### config.mk
export PLATFORM = sky130hd
export DESIGN_NAME = tds_div_cell
export DESIGN_NICKNAME = d
export VERILOG_FILES = /design/src/tds_pkg.sv /design/src/tds_div_cell.sv
export SDC_FILE = /design/constraint.sdc
export NUM_CORES = 1
export LEC_CHECK = 0
export ABC_AREA = 0
export BUFFER_PORTS_ARGS = -buffer_cell sky130_fd_sc_hd__buf_2
export CELL_PAD_IN_SITES_DETAIL_PLACEMENT = 1
export CELL_PAD_IN_SITES_GLOBAL_PLACEMENT = 2
export CORE_AREA = 3 3 188 190
export CTS_CLUSTER_DIAMETER = 60
export DETAILED_ROUTE_END_ITERATION = 16
export DIE_AREA = 0 0 191 193
export GPL_TIMING_DRIVEN = 0
export PLACE_DENSITY = 0.69
export SETUP_SLACK_MARGIN = 0.05
export SYNTH_ARGS = -nofsm -noshare
export SYNTH_HDL_FRONTEND = slang
export SYNTH_SLANG_ARGS = --single-unit
### constraint.sdc
create_clock -name i_clk -period 8.2 [get_ports i_clk]
set_clock_uncertainty 0.1 [all_clocks]
set_input_delay 0.41 -clock i_clk [delete_from_list [all_inputs] [get_ports i_clk]]
set_output_delay 0.41 -clock i_clk [all_outputs]
set_load 0.02 [all_outputs]
### src/tds_pkg.sv
// Package with the request and result types and action codes of the deadline selector.
package tds_pkg;

    localparam logic [1:0] ACT_NONE = 2'd0;
    localparam logic [1:0] ACT_STOP = 2'd1;
    localparam logic [1:0] ACT_ARM  = 2'd2;

    localparam logic [1:0] REG_MODE    = 2'd0;
    localparam logic [1:0] REG_TICKS   = 2'd1;
    localparam logic [1:0] REG_BOOT    = 2'd2;
    localparam logic [1:0] REG_QUANTUM = 2'd3;

    localparam int unsigned DIV_STEPS = 64;

    typedef struct packed {
        logic [63:0] now_count;
        logic        cpu_idle;
        logic        wake_pending;
        logic [63:0] next_wake_ms;
    } t_tds_req;

    typedef struct packed {
        logic [1:0]  action;
        logic [63:0] deadline_count;
    } t_tds_res;

endpackage

### src/tds_div_cell.sv
// One restoring-division cell: produces one quotient bit and passes the transaction on.
module tds_div_cell (
    input  logic              i_clk,
    input  logic              i_rst_n,
    input  logic              i_valid,
    input  tds_pkg::t_tds_req i_req,
    input  logic [31:0]       i_rem,
    input  logic [63:0]       i_dq,
    input  logic [31:0]       i_div,
    output logic              o_valid,
    output tds_pkg::t_tds_req o_req,
    output logic [31:0]       o_rem,
    output logic [63:0]       o_dq
);
    import tds_pkg::*;

    logic [32:0] w_sh;
    logic [32:0] w_sub;
    logic        w_ge;
    logic [31:0] n_rem;
    logic [63:0] n_dq;
    logic        r_valid;
    t_tds_req    r_req;
    logic [31:0] r_rem;
    logic [63:0] r_dq;

    // Shift in the next dividend bit and try to subtract the divisor.
    always_comb begin
        w_sh  = {i_rem, i_dq[63]};
        w_sub = w_sh - {1'b0, i_div};
        w_ge  = (w_sh >= {1'b0, i_div});
        n_rem = w_ge ? w_sub[31:0] : w_sh[31:0];
        n_dq  = {i_dq[62:0], w_ge};
    end

    // Valid bit is control state; the payload needs no reset.
    always_ff @(posedge i_clk) begin
        if (!i_rst_n) begin
            r_valid <= 1'b0;
        end else begin
            r_valid <= i_valid;
        end
    end

    always_ff @(posedge i_clk) begin
        r_req <= i_req;
        r_rem <= n_rem;
        r_dq  <= n_dq;
    end

    assign o_valid = r_valid;
    assign o_req   = r_req;
    assign o_rem   = r_rem;
    assign o_dq    = r_dq;

endmodule

==> results of run 1 <==
[worst max-delay path, cell delays in order]
cell and delay, ps:
dlygate4sd3_1 540, buf_2 130, ha_1 260, buf_2 170, nand4_1 200, or4_1 540, a21oi_1 140, nor3_1 100
a211oi_2 270, o21ai_2 190, o31ai_4 540, buf_2 370, o22ai_1 100, dlygate4sd3_1 570
[power by group through the flow]
stage               registers [W]  logic [W]  clock network, W
floorplan                 0.00135   0.000151                 0
global placement          0.00123   0.000485                 0
detailed placement        0.00123   0.000486                 0
CTS                       0.00121   0.000580           0.00155
global route              0.00122   0.000620           0.00160
finish                    0.00121   0.000576           0.00152
[Yosys cell counts (all sizes together), types with 2 or more instances]
cell     number  share of area
and4          2         0.0026
clkbuf        7         0.0041
nor4          4         0.0037
and2          3         0.0028
o211ai        4         0.0044
inv          38          0.021
o31ai         2         0.0043
o21bai        3         0.0033
nand2        26          0.014
nand2b        3         0.0028
nor3          2         0.0015
a211oi        4         0.0052
dfxtp       227           0.67
nor2         35          0.019
a2bb2oi       2         0.0026
a21o         12          0.013
a31oi         5         0.0046
nand4         8         0.0074
o21ai        18          0.014
ha           32          0.059
nor2b         3         0.0028
nand3         8         0.0059
xnor2        15          0.019
o21a          6         0.0067
or4           2         0.0022
xor2         12          0.016
mux2         10          0.017
o22ai         2         0.0019
a21oi        56          0.041
buf          11         0.0093
[worst max path at each step]
| stage | start | to | slack, ps | cells after the start |
|---|---|---|---|---|
| after floorplan | i_div[7] | o_rem[13] | 5060 | 12 |
| after global placement | i_rem[11] | o_rem[23] | 4160 | 12 |
| after detailed placement | i_rem[11] | o_rem[23] | 4140 | 12 |
| after CTS | i_rem[6] | o_rem[29] | 3880 | 14 |
| after global routing | i_rem[6] | o_rem[29] | 3700 | 14 |
| final | i_rem[6] | o_rem[29] | 4010 | 14 |
[metal layers]
metal	track usage	share of wire
met5	0	0.0035
met2	0.327	0.47
met1	0.230	0.41
met4	0.0790	0.046
met3	0.0579	0.072
[per-stage QoR]
step                      instances  utilization  power [W]  instance area (um2)
after floorplan                 573            -    0.00150                 6760
after global placement         1508        0.290    0.00172                 9760
after detailed placement       1508        0.290    0.00172                 9760
after CTS                      1779        0.389    0.00335                13100
after global routing           1785        0.389    0.00344                13100
final                          1787        0.390    0.00331                13100
[cell usage in the layout (no fill, tap or decap), drive strengths merged, types with 6 or more instances in the layout]
master         n
a21oi         56
a21o          12
dlygate4sd3  214
xor2          12
buf          498
inv           45
nand3          8
o21a           6
nand2         26
xnor2         15
nor2          35
o21ai         18
diode          8
ha            32
bufinv         6
dfxtp        227
clkbuf        48
nand4          8
mux2          10
[flip-flops by register name, indices dropped and copies added (netlist names)]
register,flops
o_rem,32
o_req,130
o_dq,64
o_valid,1
[final cells by class]
type / count / area, um2
Sequential cell: 227 / 4540
Antenna cell: 8 / 20.0
Inverter: 38 / 143
Fill cell: 3848 / 20500
Multi-Input combinational cell: 290 / 1980
Tap cell: 448 / 561
Timing Repair Buffer: 701 / 4580
Buffer: 18 / 90.1
Clock inverter: 16 / 293
Clock buffer: 41 / 883
[cells by family (layout without fill, tap and decap cells)]
logic type | Yosys count | in the layout | share of synthesized area
DFF | 227 | 227 | 0.672
AOI/OAI and AO/OA | 119 | 119 | 0.108
and+or+nand+nor | 100 | 100 | 0.0698
buffers and inverters | 56 | 814 | 0.0344
adders and majority gates | 33 | 33 | 0.0622
xor gates and xnor gates | 27 | 27 | 0.0350
muxes | 11 | 11 | 0.0181
other | 0 | 8 | 0
==> flow_summary.ini, run 1 <==
[outcome]
status = finished clean

[global_route]
overflow = 0
grt_first_pass_wirelength_um = 52200
grt_use_total = 0.194
antenna_found_initial = 20
grt_pass1_vias = 7770
grt_max_degree = 17

[drt]
vias = 7156
drc = 0
wl_per_cell_um = 21.3
ant_nets = 0
dr.pass1.iters = 6
drt_iter0_drc = 197
via_per_inst = 4.00
finalWirelength_um = 38100

[yosys]
synth_fp_nets = 867
synth_cells = 573
synthFlopType = dfxtp_1
syn_avg_cell_area_um2 = 11.8
synth_warnings = 0
syn-cell-area_mm2 = 0.00676
async_reset_ff_frac = 0
ys_ff_latch = 227
synth.distinct_cells = 48
seq_area_frac_synth = 0.672
synth_edf_count = 0

[clock_network]
clockRootBuffer = clkbuf_16
cts_resized = 0
post_cts.repair.setup_buffers = 0
cts_buffers = 31
clockBufferDepth = 3
clkTransAtPathRegs_ps = 60
hold_buffers = 214
cts_tree = built
ctsHtreeMaxLevel = 1
cts_num_sinks = 227

[floorplan]
fp.coreArea_mm2 = 0.0336
rows = 67
initial_core_util = 0.201
die_x_um = 191
die_area_mm2 = 0.0369
die_height_um = 193
num_io_pins = 488

[setup_path]
startpoint_type = primary input
critPathKind = primary input to flip-flop
crit_path_max_fanout = 10
worst_setup_path_end_kind = flip-flop
arrival_ps = 4540
crit_required_ps = 8550

[worst_hold_path]
worstHoldStart = i_rem[21]
hp-class = primary input to flip-flop
worstHoldEndpoint = o_rem[22]
min_delay_path_depth = 3

[timing]
period_share = 0.511
worst_slack_ps = 4010
rsz0062_at_grt = false
fmax_mhz = 238
setup_viol = 0
worst_hold_slack_ps = 35.5
tns_ps = 0
drv_slew = 0
finalHoldViolations = 0
max-slew-margin-rel = 0.573
layout_min_cycle_time_ps = 4190
worstMarginPinSlew_ps = 638

[place]
gp_congestion = 0.910
place_hpwl_um = 28200
dp_slack_ps = 4140
numPortBuffers = 487

[power]
comb_power_share = 0.174
pwr-share-clk = 0.459
powerDensity_mw_per_mm2 = 253
netSwitchingFraction = 0.275
leakage_nw = 6.39
power.internal_w = 0.00240
seqPwrFrac = 0.366
irDropWorstVdd_mv = 0.160
power.switching_w = 0.000911

[finish]
drive_gt1_frac = 0.423
synthToLayoutAreaGrowth_pct = 93.7
nets = 1601

[flow_run]
drv_cap = 0
(Power assumes the default switching activity.)
==> inputs of run 2 (changes only) <==
--- a/config.mk
+++ b/config.mk
@@ -9,12 +9,12 @@
 export BUFFER_PORTS_ARGS = -buffer_cell sky130_fd_sc_hd__buf_2
 export CELL_PAD_IN_SITES_DETAIL_PLACEMENT = 1
 export CELL_PAD_IN_SITES_GLOBAL_PLACEMENT = 2
-export CORE_AREA = 3 3 188 190
+export CORE_MARGIN = 3
+export CORE_UTILIZATION = 20
 export CTS_CLUSTER_DIAMETER = 60
 export DETAILED_ROUTE_END_ITERATION = 16
-export DIE_AREA = 0 0 191 193
 export GPL_TIMING_DRIVEN = 0
-export PLACE_DENSITY = 0.69
+export PLACE_DENSITY = 0.73
 export SETUP_SLACK_MARGIN = 0.05
 export SYNTH_ARGS = -nofsm -noshare
 export SYNTH_HDL_FRONTEND = slang
==> constraint.sdc (replaced) <==
create_clock -name i_clk -period 3.8 [get_ports i_clk]
set_clock_uncertainty 0.1 [all_clocks]
set_input_delay 0.19 -clock i_clk [delete_from_list [all_inputs] [get_ports i_clk]]
set_output_delay 0.19 -clock i_clk [all_outputs]
set_load 0.02 [all_outputs]
==> run 2 against run 1 <==
Effect of this change: routed wire length about the same; cell area up 0.27%; non-clock buffer count increased by 18; via count increased by 2.1%; die area fell by 2.2%.
==> flow_summary.ini, run 2 (synthesis results as in run 1) <==
[worst_hold_path]
hp-class = primary input to flip-flop
min_delay_path_depth = 5
worstHoldStart = i_div[31]

[finish]
synthToLayoutAreaGrowth_pct = 94.2
regArea_mm2 = 0.00454
nets = 1619
mostFrequentLayoutCell = buf_2
multiInputGateArea_mm2 = 0.00200
fillers = 3806
largest_reg_flops = 130
final_cell_mix = 495 x buf_2, 230 x dlygate4sd3_1, 227 x dfxtp_1, 56 x a21oi_1, 38 x inv_1
drive_gt1_frac = 0.419

[global_route]
grt_use_met1 = 0.233
grt_pass1_vias = 8005
grt_use_total = 0.201
overflow = 0
grt_max_degree = 17
grt_first_pass_wirelength_um = 53900
met3_usage = 0.0529
use_met2 = 0.349
antenna_found_initial = 13
top_usage_layer = met2

[floorplan]
die_height_um = 190
die_x_um = 190
rows = 66
initial_core_util = 0.205
fp.coreArea_mm2 = 0.0329
die_area_mm2 = 0.0360
num_io_pins = 488

[clock_network]
clockBufferDepth = 3
cts_tree = built
cts_buffers = 31
cts_num_sinks = 227
clkTransAtPathRegs_ps = 50
clockRootBuffer = clkbuf_16
ctsHtreeMaxLevel = 1

[timing]
worstMarginPinSlew_ps = 665
tns_ps = 0
max-slew-margin-rel = 0.552
drv_slew = 0
rsz0062_at_grt = false
period_share = 0.916
worst_slack_ps = 319
finalHoldViolations = 0
fmax_mhz = 287
layout_min_cycle_time_ps = 3480
setup_viol = 0

[power]
netSwitchingFraction = 0.293
pwr-share-clk = 0.426
comb_power_share = 0.187
irDropWorstVdd_mv = 0.330
leakage_nw = 6.41
power.internal_w = 0.00478
power.switching_w = 0.00199
seqPwrFrac = 0.387
powerDensity_mw_per_mm2 = 515

[drt]
drt_iter0_drc = 231
finalWirelength_um = 38100
ant_nets = 0
dr.pass1.iters = 4
vias = 7304
via_per_inst = 4.06
drc = 0
wl_per_cell_um = 21.2

[setup_path]
crit_buf_inv = 3
critPathLaunch = i_dq[63]
critPathMaxStageDelay_ps = 520
worst_setup_path_end_kind = flip-flop
critPathKind = primary input to flip-flop
slowest_stage = dlygate4sd3_1
cp_top_family = compound AO/OA/AOI/OAI gates
crit_required_ps = 4160
crit_path_max_fanout = 4
cp_num_cells = 14
startpoint_type = primary input
arrival_ps = 3840
crit_top_cell = a21oi_1
crit_chain = dlygate4sd3_1 > buf_2 > inv_1 > ha_1 > fa_1 > nand2b_1 > a21oi_1 > o21ai_0 > o311a_1 > a31oi_2 > a21oi_1 > o41ai_2 > xor2_1 > mux2_1

[place]
dp_slack_ps = 61.2
gp_congestion = 0.867
numPortBuffers = 487
place_hpwl_um = 26500

[outcome]
status = finished clean

[flow_run]
drv_cap = 0
==> run 2: metrics by stage <==
| step | total power, W | hold slack (ps) | utilization | instances | instance area (um2) |
|---|---|---|---|---|---|
| after CTS | 0.00684 | 18.4 | 0.397 | 1790 | 13100 |
| after global placement | 0.00369 | 193 | 0.296 | 1502 | 9750 |
| final | 0.00677 | 54.5 | 0.399 | 1800 | 13100 |
| after global routing | 0.00707 | 87.3 | 0.398 | 1795 | 13100 |
| after floorplan | 0.00323 | 118 | - | 573 | 6760 |
| after detailed placement | 0.00370 | 194 | 0.296 | 1502 | 9750 |
==> run 2: repair_timing <==
action / in CTS / in global routing
resized for setup: 0 / 2
setup buffers: 0 / 2
endpoints found under the hold margin: 226 / 0
setup endpoints to repair: 0 / 26
hold buffers: 230 / 0
==> run 2: worst min-delay path: stages <==
cell     delay [ps]
buf_2           100
inv_1            50
ha_1            160
xnor2_1         130
a21oi_1          60
==> run 2: power by group through the flow <==
| stage | clock network, W | logic [W] | registers [W] |
|---|---|---|---|
| floorplan | 0 | 0.000327 | 0.00290 |
| global placement | 0 | 0.00103 | 0.00266 |
| detailed placement | 0 | 0.00104 | 0.00266 |
| CTS | 0.00297 | 0.00125 | 0.00261 |
| global route | 0.00308 | 0.00136 | 0.00264 |
| finish | 0.00289 | 0.00126 | 0.00262 |
==> run 2: metal layers <==
layer / up-vias / part of all wire / wire length, um
met5: - / 0.0020 / 77
met4: 12 / 0.048 / 1820
met3: 93 / 0.068 / 2610
met2: 319 / 0.49 / 18700
met1: 3424 / 0.39 / 14900
li1: 3456 / - / -
==> run 2: layout make-up <==
type | instances | area share
multi-input combinational | 290 | 0.152
buffer | 18 | 0.00686
sequential | 227 | 0.346
clock buffer | 42 | 0.0668
inverter | 38 | 0.0109
clock inverter | 16 | 0.0116
timing repair buffer | 719 | 0.362
tap | 442 | 0.0421
antenna | 8 | 0.00152
==> run 2: path summary, 6_finish.rpt <==
check,endpoint
worst min-delay path,o_rem[31]
worst max-delay path,o_rem[30]
==> inputs of run 3 (changes only) <==
--- a/config.mk
+++ b/config.mk
@@ -15,6 +15,7 @@
 export DETAILED_ROUTE_END_ITERATION = 16
 export GPL_TIMING_DRIVEN = 0
 export PLACE_DENSITY = 0.73
+export REMOVE_ABC_BUFFERS = 1
 export SETUP_SLACK_MARGIN = 0.05
 export SYNTH_ARGS = -nofsm -noshare
 export SYNTH_HDL_FRONTEND = slang
==> run 3 against run 2 <==
Effect of this change: hold slack improved by 20 ps; total power fell by 0.38%; die area did not move; utilization fell by 0.23 points; clock power barely moved; sequential power barely moved; maximum frequency barely moved; critical path type unchanged.
==> flow_summary.ini, run 3 (synthesis results as in run 1) <==
[global_route]
overflow = 0
antenna_found_initial = 11
grt_use_total = 0.186
grt_pass1_vias = 8020
grt_max_degree = 22
grt_first_pass_wirelength_um = 50700

[place]
gp_congestion = 0.791
place_hpwl_um = 24600
dp_cells = 1486
numPortBuffers = 487
dp_slack_ps = -176

[finish]
final_cell_mix = 487 x buf_2, 230 x dlygate4sd3_1, 227 x dfxtp_1, 56 x a21oi_1, 38 x inv_1
mostFrequentLayoutCell = buf_2
largest_reg_flops = 130
final_util = 0.396
final_cells = 1776
drive_gt1_frac = 0.412
nets = 1600
synthToLayoutAreaGrowth_pct = 93.1

[clock_network]
cts_buffers = 29
cts_tree = built
ctsHtreeMaxLevel = 1
clockRootBuffer = clkbuf_16
cts_num_sinks = 227
clkTransAtPathRegs_ps = 60
clockBufferDepth = 3

[timing]
setup_viol = 0
period_share = 0.915
drv_slew = 0
worst_slack_ps = 322
max-slew-margin-rel = 0.588
finalHoldViolations = 0
layout_min_cycle_time_ps = 3480
worst_hold_slack_ps = 74.8
rsz0062_at_grt = false
fmax_mhz = 288
worstMarginPinSlew_ps = 615

[setup_path]
crit_chain = dlygate4sd3_1 > buf_2 > inv_1 > ha_1 > fa_1 > nand2b_1 > a21oi_1 > o21ai_0 > o311a_1 > a31oi_2 > a21oi_1 > o41ai_2 > xor2_1 > mux2_1
startpoint_type = primary input
critPathMaxStageDelay_ps = 530
worst_setup_path_end_kind = flip-flop
crit_path_end = o_rem[30]
arrival_ps = 3810
critPathKind = primary input to flip-flop
cp_num_cells = 14
cp_top_family = compound AO/OA/AOI/OAI gates
critPathLaunch = i_dq[63]
slowest_stage = dlygate4sd3_1
crit_required_ps = 4130
crit_path_max_fanout = 4
crit_top_cell = a21oi_1
crit_buf_inv = 3

[floorplan]
num_io_pins = 488
die_height_um = 190
die_area_mm2 = 0.0360
rows = 66
die_x_um = 190
initial_core_util = 0.205
fp.coreArea_mm2 = 0.0329

[drt]
dr.pass1.iters = 4
via_per_inst = 4.05
drc = 0
finalWirelength_um = 35500
vias = 7184
ant_nets = 0
drt_iter0_drc = 177
wl_per_cell_um = 20.0

[power]
leakage_nw = 6.35
powerDensity_mw_per_mm2 = 516
irDropWorstVdd_mv = 0.338

[outcome]
status = finished clean

[flow_run]
drv_cap = 0

[worst_hold_path]
hp-class = primary input to flip-flop
-- run 3: cell count changes in the layout (fill, tap and decap cells not counted), sizes merged --
cell    before  now
diode        8    5
bufinv       0    4
clkbuf      49   41
inv         50   43
buf        500  490
-- run 3: worst min-delay path by stage --
stage	startpoint	to	slack [ps]	cells past startpoint
2_1_floorplan	i_dq[9]	o_dq[10]	120	0
3_3_place_gp	i_req[94]	o_req[94]	190	1
3_5_place_dp	i_dq[23]	o_dq[24]	190	1
4_1_cts	i_div[1]	o_rem[2]	50	4
5_1_grt	i_div[1]	o_rem[2]	100	4
6_report	i_div[1]	o_rem[2]	70	4
-- run 3: per-stage QoR --
| stage | setup TNS (ps) | total power, W | area [um2] |
|---|---|---|---|
| floorplan | 0 | 0.00322 | 6670 |
| global placement | -28120 | 0.00368 | 9660 |
| detailed placement | -1220 | 0.00370 | 9700 |
| CTS | 0 | 0.00681 | 13000 |
| global route | 0 | 0.00705 | 13100 |
| finish | 0 | 0.00674 | 13100 |
-- run 3: cell type report --
type / count / area (um2)
clock inverters: 13 / 215
diodes: 5 / 12.5
multi-input cells: 290 / 2000
well taps: 442 / 553
repair buffers: 720 / 4790
inverters: 38 / 143
clock buffers: 41 / 801
flip-flops and latches: 227 / 4540
fillers: 3784 / 19900
-- run 3: tightest hold or removal path, delay by kind of cell --
kind	cells	cell delay (ps)
XOR/XNOR	1	70
adder cells (fa/ha/maj)	1	200
buffers and inverters	1	100
AO/OA/AOI/OAI	1	130
-- run 3: timing repair --
item,CTS,global route
endpoints found under the setup margin,0,4
setup buffers,0,1
endpoints found under the hold margin,226,0
hold buffers,230,0
gates resized for setup,0,2
-- run 3: metal layers --
| metal | wire (um) | global-route usage | vias up |
|---|---|---|---|
| li1 | - | - | 3408 |
| met1 | 13100 | 0.197 | 3362 |
| met2 | 17800 | 0.334 | 307 |
| met3 | 2610 | 0.0599 | 95 |
| met4 | 1930 | 0.0864 | 12 |
| met5 | 80 | 0 | - |
-- run 3: power breakdown --
part           leakage (nW)  internal [W]  total [W]  switching [W]
logic                  3.94      0.000553    0.00125       0.000693
clock network         0.494       0.00177    0.00288        0.00111
registers              1.92       0.00257    0.00262      0.0000533
